[src/hw/rtl/stuffed_info_frame_encoder_assert.svh]
// ----------------------------------------------------------------------------
// Assertion macros for the stuffed info frame encoder
// Clocked on clk, held off while arst_n is low.
// ----------------------------------------------------------------------------
`ifndef STUFFED_INFO_FRAME_ENCODER_ASSERT_SVH
`define STUFFED_INFO_FRAME_ENCODER_ASSERT_SVH

// same-cycle implication
`define SIF_ASSERT_NOW(label, ante, cons, msg) \
	label: assert property (@(posedge clk) disable iff (!arst_n) (ante) |-> (cons)) \
		else $error(msg);

// next-cycle implication
`define SIF_ASSERT_NEXT(label, ante, cons, msg) \
	label: assert property (@(posedge clk) disable iff (!arst_n) (ante) |=> (cons)) \
		else $error(msg);

`endif

[src/hw/rtl/sif_pkg.sv]
// ----------------------------------------------------------------------------
// sif_pkg
// Types, register indexes and helpers shared by the framer modules.
// ----------------------------------------------------------------------------
package sif_pkg;

	localparam int unsigned QUEUE_DEPTH_DEF = 2;

	localparam logic [7:0] CTRL_SEQ_ONE  = 8'h40;
	localparam logic [7:0] CTRL_SEQ_ZERO = 8'h00;

	localparam logic [7:0] FLAG_RESET    = 8'h7E;
	localparam logic [7:0] ESCAPE_RESET  = 8'h7D;
	localparam logic [7:0] ESC_XOR_RESET = 8'h20;
	localparam logic [7:0] ADDRESS_RESET = 8'h03;

	typedef enum logic [1:0] {
		REG_FLAG    = 2'd0,
		REG_ESCAPE  = 2'd1,
		REG_ESC_XOR = 2'd2,
		REG_ADDRESS = 2'd3
	} reg_idx_t;

	typedef struct packed {
		logic [7:0] flag_byte;
		logic [7:0] escape_byte;
		logic [7:0] escape_xor;
		logic [7:0] address_byte;
	} cfg_t;

	typedef struct packed {
		logic [7:0] data_byte;
		logic       first_of_frame;
		logic       last_of_frame;
		logic       empty_frame;
		logic       seq_bit;
	} in_item_t;

	typedef struct packed {
		logic [7:0] out_byte;
		logic       run_last;
		logic       frame_end;
	} out_item_t;

	// classified work for the back end
	typedef struct packed {
		logic       hdr;
		logic       seq_bit;
		logic       has_data;
		logic [7:0] data_byte;
		logic       trl;
		logic [7:0] chk_byte;
	} job_t;

	typedef enum logic [3:0] {
		ST_HFLAG  = 4'd0,
		ST_HADDR  = 4'd1,
		ST_HCTRL  = 4'd2,
		ST_HXOR   = 4'd3,
		ST_DATA   = 4'd4,
		ST_DATA2  = 4'd5,
		ST_CHK    = 4'd6,
		ST_CHK2   = 4'd7,
		ST_FLAG   = 4'd8
	} step_t;

	function automatic logic needs_stuff(input logic [7:0] b, input cfg_t c);
		return (b == c.flag_byte) || (b == c.escape_byte);
	endfunction

	function automatic logic [7:0] ctrl_of(input logic seq);
		return seq ? CTRL_SEQ_ONE : CTRL_SEQ_ZERO;
	endfunction

endpackage

[src/hw/rtl/sif_front.sv]
// ----------------------------------------------------------------------------
// sif_front
// Accepts input words, keeps the running check byte, classifies each word.
// ----------------------------------------------------------------------------
module sif_front (
	input  logic             clk,
	input  logic             arst_n,
	input  logic             in_valid,
	output logic             in_ready,
	input  sif_pkg::in_item_t in_data,
	input  logic             q_full,
	output logic             q_push,
	output sif_pkg::job_t    q_job
);
	import sif_pkg::*;

	logic [7:0] acc_q;
	logic [7:0] chk;

	assign in_ready = !q_full;
	assign q_push   = in_valid && in_ready;

	always_comb begin
		if (in_data.empty_frame) begin
			chk = '0;
		end else if (in_data.first_of_frame) begin
			chk = in_data.data_byte;
		end else begin
			chk = acc_q ^ in_data.data_byte;
		end
	end

	always_comb begin
		q_job.hdr       = in_data.empty_frame || in_data.first_of_frame;
		q_job.seq_bit   = in_data.seq_bit;
		q_job.has_data  = !in_data.empty_frame;
		q_job.data_byte = in_data.data_byte;
		q_job.trl       = in_data.empty_frame || in_data.last_of_frame;
		q_job.chk_byte  = chk;
	end

	always_ff @(posedge clk or negedge arst_n) begin
		if (!arst_n) begin
			acc_q <= '0;
		end else if (q_push) begin
			acc_q <= q_job.trl ? 8'h00 : chk;
		end
	end

endmodule

[src/hw/rtl/sif_fifo.sv]
// ----------------------------------------------------------------------------
// sif_fifo
// Short job queue between front and back end.
// ----------------------------------------------------------------------------
module sif_fifo #(
	parameter int unsigned Depth = sif_pkg::QUEUE_DEPTH_DEF
) (
	input  logic          clk,
	input  logic          arst_n,
	input  logic          push,
	input  sif_pkg::job_t push_job,
	input  logic          pop,
	output logic          full,
	output logic          not_empty,
	output sif_pkg::job_t head
);
	import sif_pkg::*;

	localparam int unsigned PtrW = (Depth > 1) ? $clog2(Depth) : 1;
	localparam int unsigned CntW = $clog2(Depth + 1);
	localparam logic [PtrW-1:0] LastPtr = PtrW'(Depth - 1);
	localparam logic [CntW-1:0] FullCnt = CntW'(Depth);

	job_t            mem_q [Depth];
	logic [PtrW-1:0] wr_ptr_q;
	logic [PtrW-1:0] rd_ptr_q;
	logic [CntW-1:0] count_q;

	assign full      = (count_q == FullCnt);
	assign not_empty = (count_q != '0);
	assign head      = mem_q[rd_ptr_q];

	always_ff @(posedge clk) begin
		if (push) begin
			mem_q[wr_ptr_q] <= push_job;
		end
	end

	always_ff @(posedge clk or negedge arst_n) begin
		if (!arst_n) begin
			wr_ptr_q <= '0;
			rd_ptr_q <= '0;
			count_q  <= '0;
		end else begin
			if (push) begin
				wr_ptr_q <= (wr_ptr_q == LastPtr) ? '0 : wr_ptr_q + 1'b1;
			end
			if (pop) begin
				rd_ptr_q <= (rd_ptr_q == LastPtr) ? '0 : rd_ptr_q + 1'b1;
			end
			if (push && !pop) begin
				count_q <= count_q + 1'b1;
			end else if (pop && !push) begin
				count_q <= count_q - 1'b1;
			end
		end
	end

endmodule

[src/hw/rtl/sif_back.sv]
// ----------------------------------------------------------------------------
// sif_back
// Sequences one queued job into its header, stuffed data byte, check byte and flag, as the job calls for.
// ----------------------------------------------------------------------------
`include "stuffed_info_frame_encoder_assert.svh"

module sif_back (
	input  logic               clk,
	input  logic               arst_n,
	input  sif_pkg::cfg_t      cfg,
	input  logic               job_valid,
	input  sif_pkg::job_t      job,
	output logic               job_pop,
	output logic               out_valid,
	input  logic               out_ready,
	output sif_pkg::out_item_t out_data
);
	import sif_pkg::*;

	logic      busy_q;
	step_t     step_q;
	step_t     cur_step;
	step_t     nxt_step;
	logic      done;
	logic      fire;
	logic      out_valid_q;
	out_item_t out_q;
	out_item_t item;

	assign fire    = job_valid && (!out_valid_q || out_ready);
	assign job_pop = fire && done;

	// next step
	always_comb begin
		if (busy_q) begin
			cur_step = step_q;
		end else if (job.hdr) begin
			cur_step = ST_HFLAG;
		end else if (job.has_data) begin
			cur_step = ST_DATA;
		end else begin
			cur_step = ST_CHK;
		end
		done     = 1'b0;
		nxt_step = cur_step;
		case (cur_step)
			ST_HFLAG: nxt_step = ST_HADDR;
			ST_HADDR: nxt_step = ST_HCTRL;
			ST_HCTRL: nxt_step = ST_HXOR;
			ST_HXOR:  nxt_step = job.has_data ? ST_DATA : ST_CHK;
			ST_DATA: begin
				if (needs_stuff(job.data_byte, cfg)) begin
					nxt_step = ST_DATA2;
				end else if (job.trl) begin
					nxt_step = ST_CHK;
				end else begin
					done = 1'b1;
				end
			end
			ST_DATA2: begin
				if (job.trl) begin
					nxt_step = ST_CHK;
				end else begin
					done = 1'b1;
				end
			end
			ST_CHK:   nxt_step = needs_stuff(job.chk_byte, cfg) ? ST_CHK2 : ST_FLAG;
			ST_CHK2:  nxt_step = ST_FLAG;
			ST_FLAG:  done = 1'b1;
			default:  done = 1'b1;
		endcase
	end

	// output word
	always_comb begin
		item.run_last  = done;
		item.frame_end = (cur_step == ST_FLAG);
		case (cur_step)
			ST_HFLAG: item.out_byte = cfg.flag_byte;
			ST_HADDR: item.out_byte = cfg.address_byte;
			ST_HCTRL: item.out_byte = ctrl_of(job.seq_bit);
			ST_HXOR:  item.out_byte = cfg.address_byte ^ ctrl_of(job.seq_bit);
			ST_DATA:  item.out_byte = needs_stuff(job.data_byte, cfg) ?
				cfg.escape_byte : job.data_byte;
			ST_DATA2: item.out_byte = job.data_byte ^ cfg.escape_xor;
			ST_CHK:   item.out_byte = needs_stuff(job.chk_byte, cfg) ?
				cfg.escape_byte : job.chk_byte;
			ST_CHK2:  item.out_byte = job.chk_byte ^ cfg.escape_xor;
			ST_FLAG:  item.out_byte = cfg.flag_byte;
			default:  item.out_byte = cfg.flag_byte;
		endcase
	end

	always_ff @(posedge clk or negedge arst_n) begin
		if (!arst_n) begin
			busy_q      <= 1'b0;
			step_q      <= ST_HFLAG;
			out_valid_q <= 1'b0;
		end else begin
			if (fire) begin
				busy_q      <= !done;
				step_q      <= nxt_step;
				out_valid_q <= 1'b1;
			end else if (out_ready) begin
				out_valid_q <= 1'b0;
			end
		end
	end

	always_ff @(posedge clk) begin
		if (fire) begin
			out_q <= item;
		end
	end

	assign out_valid = out_valid_q;
	assign out_data  = out_q;

	`SIF_ASSERT_NOW(a_flag_ends_run, out_valid_q && out_q.frame_end, out_q.run_last, "closing flag not last word of its run")
	`SIF_ASSERT_NOW(a_busy_has_job, busy_q, job_valid, "mid-job without a queued job")
	`SIF_ASSERT_NEXT(a_fire_loads, fire, out_valid_q, "output register not loaded")

endmodule

[src/hw/rtl/stuffed_info_frame_encoder.sv]
// An accepted input word is written into the job queue; its output words then pass
// through the back end's output register. Throughput: one output word per cycle while
// out_ready allows; a word causes 1 to 9 outputs, a plain payload one, a stuffed one two.
// The job queue (QueueDepth entries) lets the input side run ahead of output stalls.
// Reset: configuration returns to its defaults, queue empties, check byte clears.
// ----------------------------------------------------------------------------
// stuffed_info_frame_encoder
// Byte-stuffing information frame encoder with XOR check byte.
// ----------------------------------------------------------------------------
module stuffed_info_frame_encoder #(
	parameter int unsigned QueueDepth = sif_pkg::QUEUE_DEPTH_DEF
) (
	input  logic                clk,
	input  logic                arst_n,
	input  logic                in_valid,
	output logic                in_ready,
	input  sif_pkg::in_item_t   in_data,
	output logic                out_valid,
	input  logic                out_ready,
	output sif_pkg::out_item_t  out_data,
	input  logic                cfg_valid,
	output logic                cfg_ready,
	input  sif_pkg::reg_idx_t   cfg_index,
	input  logic [7:0]          cfg_data
);
	import sif_pkg::*;

	cfg_t cfg_q;
	job_t push_job;
	job_t head_job;
	logic push;
	logic pop;
	logic full;
	logic not_empty;

	assign cfg_ready = 1'b1;

	always_ff @(posedge clk or negedge arst_n) begin
		if (!arst_n) begin
			cfg_q.flag_byte    <= FLAG_RESET;
			cfg_q.escape_byte  <= ESCAPE_RESET;
			cfg_q.escape_xor   <= ESC_XOR_RESET;
			cfg_q.address_byte <= ADDRESS_RESET;
		end else if (cfg_valid && cfg_ready) begin
			case (cfg_index)
				REG_FLAG:    cfg_q.flag_byte    <= cfg_data;
				REG_ESCAPE:  cfg_q.escape_byte  <= cfg_data;
				REG_ESC_XOR: cfg_q.escape_xor   <= cfg_data;
				REG_ADDRESS: cfg_q.address_byte <= cfg_data;
				default:     cfg_q              <= cfg_q;
			endcase
		end
	end

	sif_front u_front (
		.clk      (clk),
		.arst_n   (arst_n),
		.in_valid (in_valid),
		.in_ready (in_ready),
		.in_data  (in_data),
		.q_full   (full),
		.q_push   (push),
		.q_job    (push_job)
	);

	sif_fifo #(
		.Depth (QueueDepth)
	) u_fifo (
		.clk       (clk),
		.arst_n    (arst_n),
		.push      (push),
		.push_job  (push_job),
		.pop       (pop),
		.full      (full),
		.not_empty (not_empty),
		.head      (head_job)
	);

	sif_back u_back (
		.clk       (clk),
		.arst_n    (arst_n),
		.cfg       (cfg_q),
		.job_valid (not_empty),
		.job       (head_job),
		.job_pop   (pop),
		.out_valid (out_valid),
		.out_ready (out_ready),
		.out_data  (out_data)
	);

endmodule
[config.mk]
export PLATFORM = sky130hd
export DESIGN_NAME = stuffed_info_frame_encoder
export DESIGN_NICKNAME = d
export VERILOG_FILES = /design/src/hw/rtl/sif_pkg.sv /design/src/hw/rtl/sif_front.sv /design/src/hw/rtl/sif_fifo.sv /design/src/hw/rtl/sif_back.sv /design/src/hw/rtl/stuffed_info_frame_encoder.sv
export VERILOG_INCLUDE_DIRS = /design/src /design/src/hw/rtl
export SDC_FILE = /design/constraint.sdc
export NUM_CORES = 1
export LEC_CHECK = 0
export BUFFER_PORTS_ARGS = -buffer_cell sky130_fd_sc_hd__buf_2
export CAP_MARGIN = 20
export CORE_MARGIN = 2
export CORE_UTILIZATION = 28
export CTS_BUF_LIST = sky130_fd_sc_hd__clkbuf_16
export DETAILED_ROUTE_END_ITERATION = 10
export PLACE_DENSITY_LB_ADDON = 0.2
export SLEW_MARGIN = 20
export SYNTH_ARGS = -nofsm -noshare
export SYNTH_HDL_FRONTEND = slang
export SYNTH_SLANG_ARGS = --single-unit
[constraint.sdc]
create_clock -name clk -period 5 [get_ports clk]
set_input_delay 0 -clock clk [delete_from_list [all_inputs] [get_ports clk]]
set_output_delay 0 -clock clk [all_outputs]
set_load 0.02 [all_outputs]
==> out/qor.txt, run 1 <==
Synth Warn # -> 0
Clock Latency Late Sink -> 0.36 ns
DR pass1 iterations -> 4
CTS tree -> done
total congestion overflow -> 0
Mapped Cells -> 385
Max-slew headroom -> 35.54%
GRT Resource Usage Total -> 13.88%
Psw -> 0.001287 W
Std-Cell Rows -> 48
clock network power share -> 19.4%
Buffers on Ports -> 38
TNS Setup -> 0 ns
commonest cells after routing, fill and taps aside -> edfxtp_1 (50), xnor2_1 (44), buf_2 (38), mux2_2 (34), dfrtp_1 (34)
wire length per cell -> 17.83 um
Post-Synthesis Cell Area -> 5005 um2
number of flops mapped to enable cells by yosys -> 50
Post-Syn Nets -> 413
post-synthesis sequential area ratio -> 55.38%
Reg power frac -> 39.5%
M1 wire length -> 5961 um
CP max-delay cell -> dfrtp_2
layout cell share with drive strength beyond 1 -> 26.97%
antenna violations before repair -> 0
Synth async-reset ratio -> 50.00%
CP Launch Type -> flop
clk slew on worst S/H paths -> 0.07 ns
RSZ-0062 raised after global routing -> false
maximum vdd drop -> 0.2209 mV
WL met3 -> 550 um
required time of the worst setup path -> 5.24 ns
Net Sw Frac -> 37.83%
root buf cell -> clkbuf_16
met2 wire length -> 5491 um
clock sink total -> 100
status -> completed
Final period util -> 67.95%
first-pass GRT wire length -> 19320 um
core area -> 17360 um2
synth unique cells -> 54
Synth Flop Type -> edfxtp_1
final-report setup violation count -> 0
top routing layer in use -> met4
Worst Tran Pin Value -> 0.9669 ns
power per cell area -> 572.7 nW/um2
final hold vios -> 0
Crit Path Max Fanout -> 21
die height -> 137.7 um
Critical Path, Cell by Cell -> buf_4 > mux2i_4 > xnor2_1 > nor4_1 > nand2_1 > a32oi_2 > o21ai_0 > nand2_1 > ha_1 > xor2_1 > nor2_1 > xor2_1
final antenna-violating net count -> 0
logic gate share of total power -> 41.1%
commonest non-fill, non-tap cell in the layout -> edfxtp_1
Initial Util -> 28.84%
Setup Skew -> 0.008337 ns
Initial DRC Count -> 154
DRT Wirelength -> 12150 um
#FFs+latches synth -> 100
P&R area growth vs syn -> 18.62%
drt drc -> 0
setup bufs post-CTS -> 0
post-layout min period -> 3.398 ns
Power Internal -> 0.002114 W
CP endpoint kind -> flop
Fin Hold WS -> 0.01820 ns
Largest stage delay, worst path -> 0.74 ns
max_cap viols -> 0
Vias/cell -> 4.725
total power -> 0.003400 W
Die X -> 137.7 um
RePlAce Congestion -> 0.8460
syn avg cell area -> 13.00 um2
routed vias -> 3218
largest net degree at the start of global routing -> 51
clk buf depth -> 2
Die ar. -> 18960 um2
Hold Crit Class -> input pin to flop
HPWL after DPL -> 8547 um
Final Max Slew Viols -> 0
Static Leak -> 2.247 nW
H-tree levels -> 3
IO Pins -> 40
vias in the first global route -> 3296
CTS Buf Count -> 9
ant diodes -> 0
critical path arrival -> 3.63 ns
Max Fclk -> 294.3 MHz
kind of critical path -> flop to flop
Final nets -> 479
==> cells by family after synthesis <==
group,Yosys count,share of synthesized area [%]
flops,100,55.38
other cells,1,0.07493
fa+ha+maj,1,0.2500
mux,60,14.42
compound gates,64,9.776
xor+xnor,53,9.275
simple gates,92,9.125
buf+inv,14,1.700
==> worst max-delay path: cells and delay by family (launching register included) <==
family	cells	cell delay (ns)
flip-flops	1	0.74
AND/OR/NAND/NOR	4	0.73
buffers and inverters	1	0.32
AO/OA/AOI/OAI	2	0.54
XOR/XNOR	3	0.39
adder cells (fa/ha/maj)	1	0.18
multiplexers	1	0.35
==> path summary, 6_finish.rpt <==
check                           startpoint                   to  slack (ns)  cells after the start
min reg2reg                u_fifo.wr_ptr_q      u_fifo.wr_ptr_q        0.49                      1
max reg2reg                u_fifo.rd_ptr_q    u_fifo.count_q[1]        1.60                     12
min                             in_data[1]  u_fifo.mem_q[1][17]        0.02                      2
max in group asynchronous           arst_n      u_fifo.rd_ptr_q        4.24                      3
max                        u_fifo.rd_ptr_q    u_fifo.count_q[1]        1.60                     12
min in group asynchronous           arst_n    u_fifo.count_q[1]        0.28                      3
==> synthesized netlist by cell type (all sizes together), types with 2 or more instances <==
cell type	count	area share, %
o21ai	15	1.5
or3	2	0.25
nand2b	3	0.38
nor2b	10	1.3
dfstp	15	7.9
a22o	8	1.4
edfxtp	50	30
inv	4	0.30
o32a	3	0.60
nand3	4	0.50
nand2	24	1.8
dfrtp	35	18
nor2	28	2.1
xor2	9	1.6
clkbuf	4	0.30
a2bb2oi	6	1.0
nand3b	2	0.30
nor3b	3	0.45
a21oi	5	0.58
xnor2	44	7.7
o311a	6	1.2
nor3	3	0.30
mux2	34	7.7
buf	6	1.1
nor4	9	1.3
a21boi	2	0.30
a31oi	8	1.0
or2	2	0.25
mux2i	26	6.8
==> power groups by stage <==
stage | clock network, W | logic (W) | registers [W]
global route | 0.000717 | 0.00154 | 0.00138
finish | 0.000660 | 0.00140 | 0.00134
global placement | 0 | 0.00137 | 0.00136
CTS | 0.000685 | 0.00141 | 0.00134
detailed placement | 0 | 0.00139 | 0.00136
floorplan | 0 | 0.00104 | 0.00133
==> per-layer routing <==
metal / GRT usage (%) / up-vias
li1: - / 1560
met1: 19.22 / 1578
met2: 21.45 / 69
met3: 3.937 / 11
met4: 3.458 / 0
met5: 0 / -
==> flip-flops by register name, summed over array words and instances, names as in the netlist <==
name	count
u_fifo.rd_ptr_q	1
u_front.acc_q	8
u_back.step_q	4
cfg_q	32
u_fifo.mem_q	40
u_fifo.wr_ptr_q	1
u_fifo.count_q	2
u_back.out_data	10
u_back.busy_q	1
u_back.out_valid	1
==> repair_timing <==
| action | in CTS | in global routing |
|---|---|---|
| hold buffers | 20 | 0 |
| hold endpoints to repair | 88 | 0 |
| resized for setup | 0 | 0 |
==> per-stage QoR <==
step	instances	instance area [um2]	setup slack (ns)	util [%]
6_report	681	5937	1.602	34.21
5_1_grt	681	5937	1.274	34.21
4_1_cts	681	5936	1.208	34.20
3_5_place_dp	645	5459	1.249	31.45
3_3_place_gp	645	5459	1.297	31.45
2_1_floorplan	385	5005	2.520	-
==> cell type report <==
class / instances / area, um2
clock buffer: 9 / 225.2
clock inverter: 7 / 51.30
fill: 1695 / 11420
inverter: 4 / 15.01
multi-input combinational: 271 / 2148
sequential: 100 / 2773
tap: 225 / 281.5
timing repair buffer: 65 / 442.9
(Power assumes the default switching activity.)
==> run 2: changes to the inputs <==
==> constraint.sdc (replaced) <==
create_clock -name clk -period 3.5 [get_ports clk]
set_input_delay 0 -clock clk [delete_from_list [all_inputs] [get_ports clk]]
set_output_delay 0 -clock clk [all_outputs]
set_load 0.02 [all_outputs]
==> out/qor.txt, run 2 (synthesized netlist as in run 1, its figures left out) <==
antenna violations before repair -> 0 (unchanged)
Max Fclk -> 340.3 MHz (+16%)
final antenna-violating net count -> 0 (unchanged)
Post-Layout Cell Count -> 687 (+0.88%)
fin util -> 34.52% (+0.31 points)
hold path depth -> 2 (unchanged)
root buf cell -> clkbuf_16
Hold Crit Class -> input pin to flop
ant diodes -> 0 (unchanged)
first-pass GRT wire length -> 19320 um (unchanged)
Final Cell Area -> 5991 um2 (+0.91%)
drt drc -> 0 (unchanged)
Final period util -> 83.96% (+16 points)
Fillers -> 1714 (+1.1%)
GR peak layer -> met2
multi-input logic area -> 2148 um2 (unchanged)
clk slew on worst S/H paths -> 0.07 ns (about the same)
Initial Util -> 28.84% (unchanged)
maximum vdd drop -> 0.2927 mV (+32%)
largest net degree at the start of global routing -> 41 (-20%)
routed vias -> 3258 (+1.2%)
H-tree levels -> 3 (unchanged)
wire length per cell -> 17.68 um (-0.84%)
CTS tree -> done
DR pass1 iterations -> 4 (unchanged)
Die X -> 137.7 um (unchanged)
GRT Resource Usage Total -> 13.84% (-0.045 points)
status -> completed
Worst Tran Pin Value -> 0.9636 ns (-0.003282 ns)
RePlAce Congestion -> 0.8861 (+4.7%)
Crit Path Max Fanout -> 27 (+29%)
Vias/cell -> 4.742 (+0.36%)
register area -> 2771 um2 (about the same)
Die ar. -> 18960 um2 (unchanged)
final-report setup violation count -> 0 (unchanged)
kind of critical path -> flop to flop
IO Pins -> 40 (unchanged)
CTS Buf Count -> 9 (unchanged)
vias in the first global route -> 3290 (-0.18%)
P&R area growth vs syn -> 19.70%
Placed Area -> 5517 um2 (+1.1%)
dpl cells -> 651 (+0.93%)
commonest cells after routing, fill and taps aside -> edfxtp_1 (50), xnor2_1 (44), buf_2 (38), dfrtp_1 (35), mux2_2 (34)
max FFs per register -> 40 (unchanged)
core area -> 17360 um2 (unchanged)
Static Leak -> 2.281 nW (+1.5%)
commonest non-fill, non-tap cell in the layout -> edfxtp_1
CP endpoint kind -> flop
HPWL after DPL -> 8669 um (+1.4%)
CP Launch Type -> flop
Buffers on Ports -> 38 (unchanged)
Final nets -> 485 (+1.3%)
RSZ-0062 raised after global routing -> false
GRT met3 Usage -> 3.495% (-0.44 points)
layout cell share with drive strength beyond 1 -> 27.92% (+0.95 points)
power per cell area -> 817.2 nW/um2 (+43%)
R2R depth -> 12 (unchanged)
Largest Register -> u_fifo.mem_q
Clock Latency Late Sink -> 0.35 ns (about the same)
Setup Skew -> 0.007497 ns (-0.0008406 ns)
Initial DRC Count -> 179 (+16%)
clock sink total -> 100 (unchanged)
Final Max Slew Viols -> 0 (unchanged)
critical path arrival -> 3.18 ns (-0.45 ns)
die height -> 137.7 um (unchanged)
Max-slew headroom -> 35.76% (+0.22 points)
final hold vios -> 0 (unchanged)
post-layout min period -> 2.939 ns (-0.4589 ns)
Std-Cell Rows -> 48 (unchanged)
DRT Wirelength -> 12150 um (about the same)
max_cap viols -> 0 (unchanged)
global-route met2 utilization -> 20.67% (-0.77 points)
clk buf depth -> 2 (unchanged)
routing usage on met1 -> 19.36% (+0.14 points)
TNS Setup -> 0 ns (unchanged)
Post-CTS Resized -> 0 (unchanged)
total congestion overflow -> 0 (unchanged)
required time of the worst setup path -> 3.74 ns (-1.50 ns)
## run 2: cell types whose count changed in the layout (fill, tap and decap cells not counted)
| cell | delta |
|---|---|
| clkinv_4 | -2 |
| dfrtp_2 | -1 |
| inv_6 | +1 |
| buf_4 | +5 |
| dfrtp_1 | +1 |
| buf_12 | +1 |
| clkinv_2 | +2 |
| inv_1 | -1 |
## run 2: power by group
| part | switching [W] | internal, W |
|---|---|---|
| Clock | 0.000441 | 0.000486 |
| Combinational | 0.00116 | 0.000932 |
| Sequential | 0.000228 | 0.00164 |
## run 2: metal layers
layer  share of wire, %  routed length [um]
met1                 49                6013
met5                  0                   0
met3                4.5                 545
met2                 44                5343
met4                2.0                 247
## run 2: layout make-up
class                           instances  share of cell area [%]
Multi-Input combinational cell        271                   35.86
Tap cell                              225                   4.699
Timing Repair Buffer                   71                   8.354
Clock buffer                            9                   3.759
Sequential cell                       100                   46.26
Inverter                                4                  0.2506
Clock inverter                          7                  0.8145
## run 2: critical path, stage by stage (launching register included)
cell     delay (ns)
dfrtp_1        0.38
buf_12         0.24
mux2i_1        0.49
xnor2_1        0.12
nor4_1         0.29
nand2_1        0.18
a32oi_2        0.34
o21ai_0        0.15
nand2_1        0.10
ha_1           0.17
xor2_1         0.15
nor2_1         0.06
xor2_1         0.13
## run 2: final timing paths
check                                       from                   to  slack [ns]
worst min-delay path                  in_data[1]  u_fifo.mem_q[0][17]        0.02
worst min register to register  u_front.acc_q[7]     u_front.acc_q[7]        0.50
worst max-delay path             u_fifo.rd_ptr_q    u_fifo.count_q[1]        0.56
max in group asynchronous                 arst_n            cfg_q[29]        2.54
min in group asynchronous                 arst_n            cfg_q[10]        0.08
worst max register to register   u_fifo.rd_ptr_q    u_fifo.count_q[1]        0.56
## run 2: timing repair
item / CTS / global route
endpoints found under the hold margin: 63 / 0
hold buffers: 20 / 0
setup buffers: 0 / 0
## run 2: through the flow
stage               worst slack, ns  total power, W  hold WS, ns
floorplan                     1.020        0.003395      -0.2956
global placement             0.5849        0.003969     -0.08017
detailed placement           0.5358        0.003988     -0.06885
CTS                          0.5253        0.004955      0.01260
global route                 0.2375        0.005231      0.03248
finish                       0.5614        0.004896      0.02470
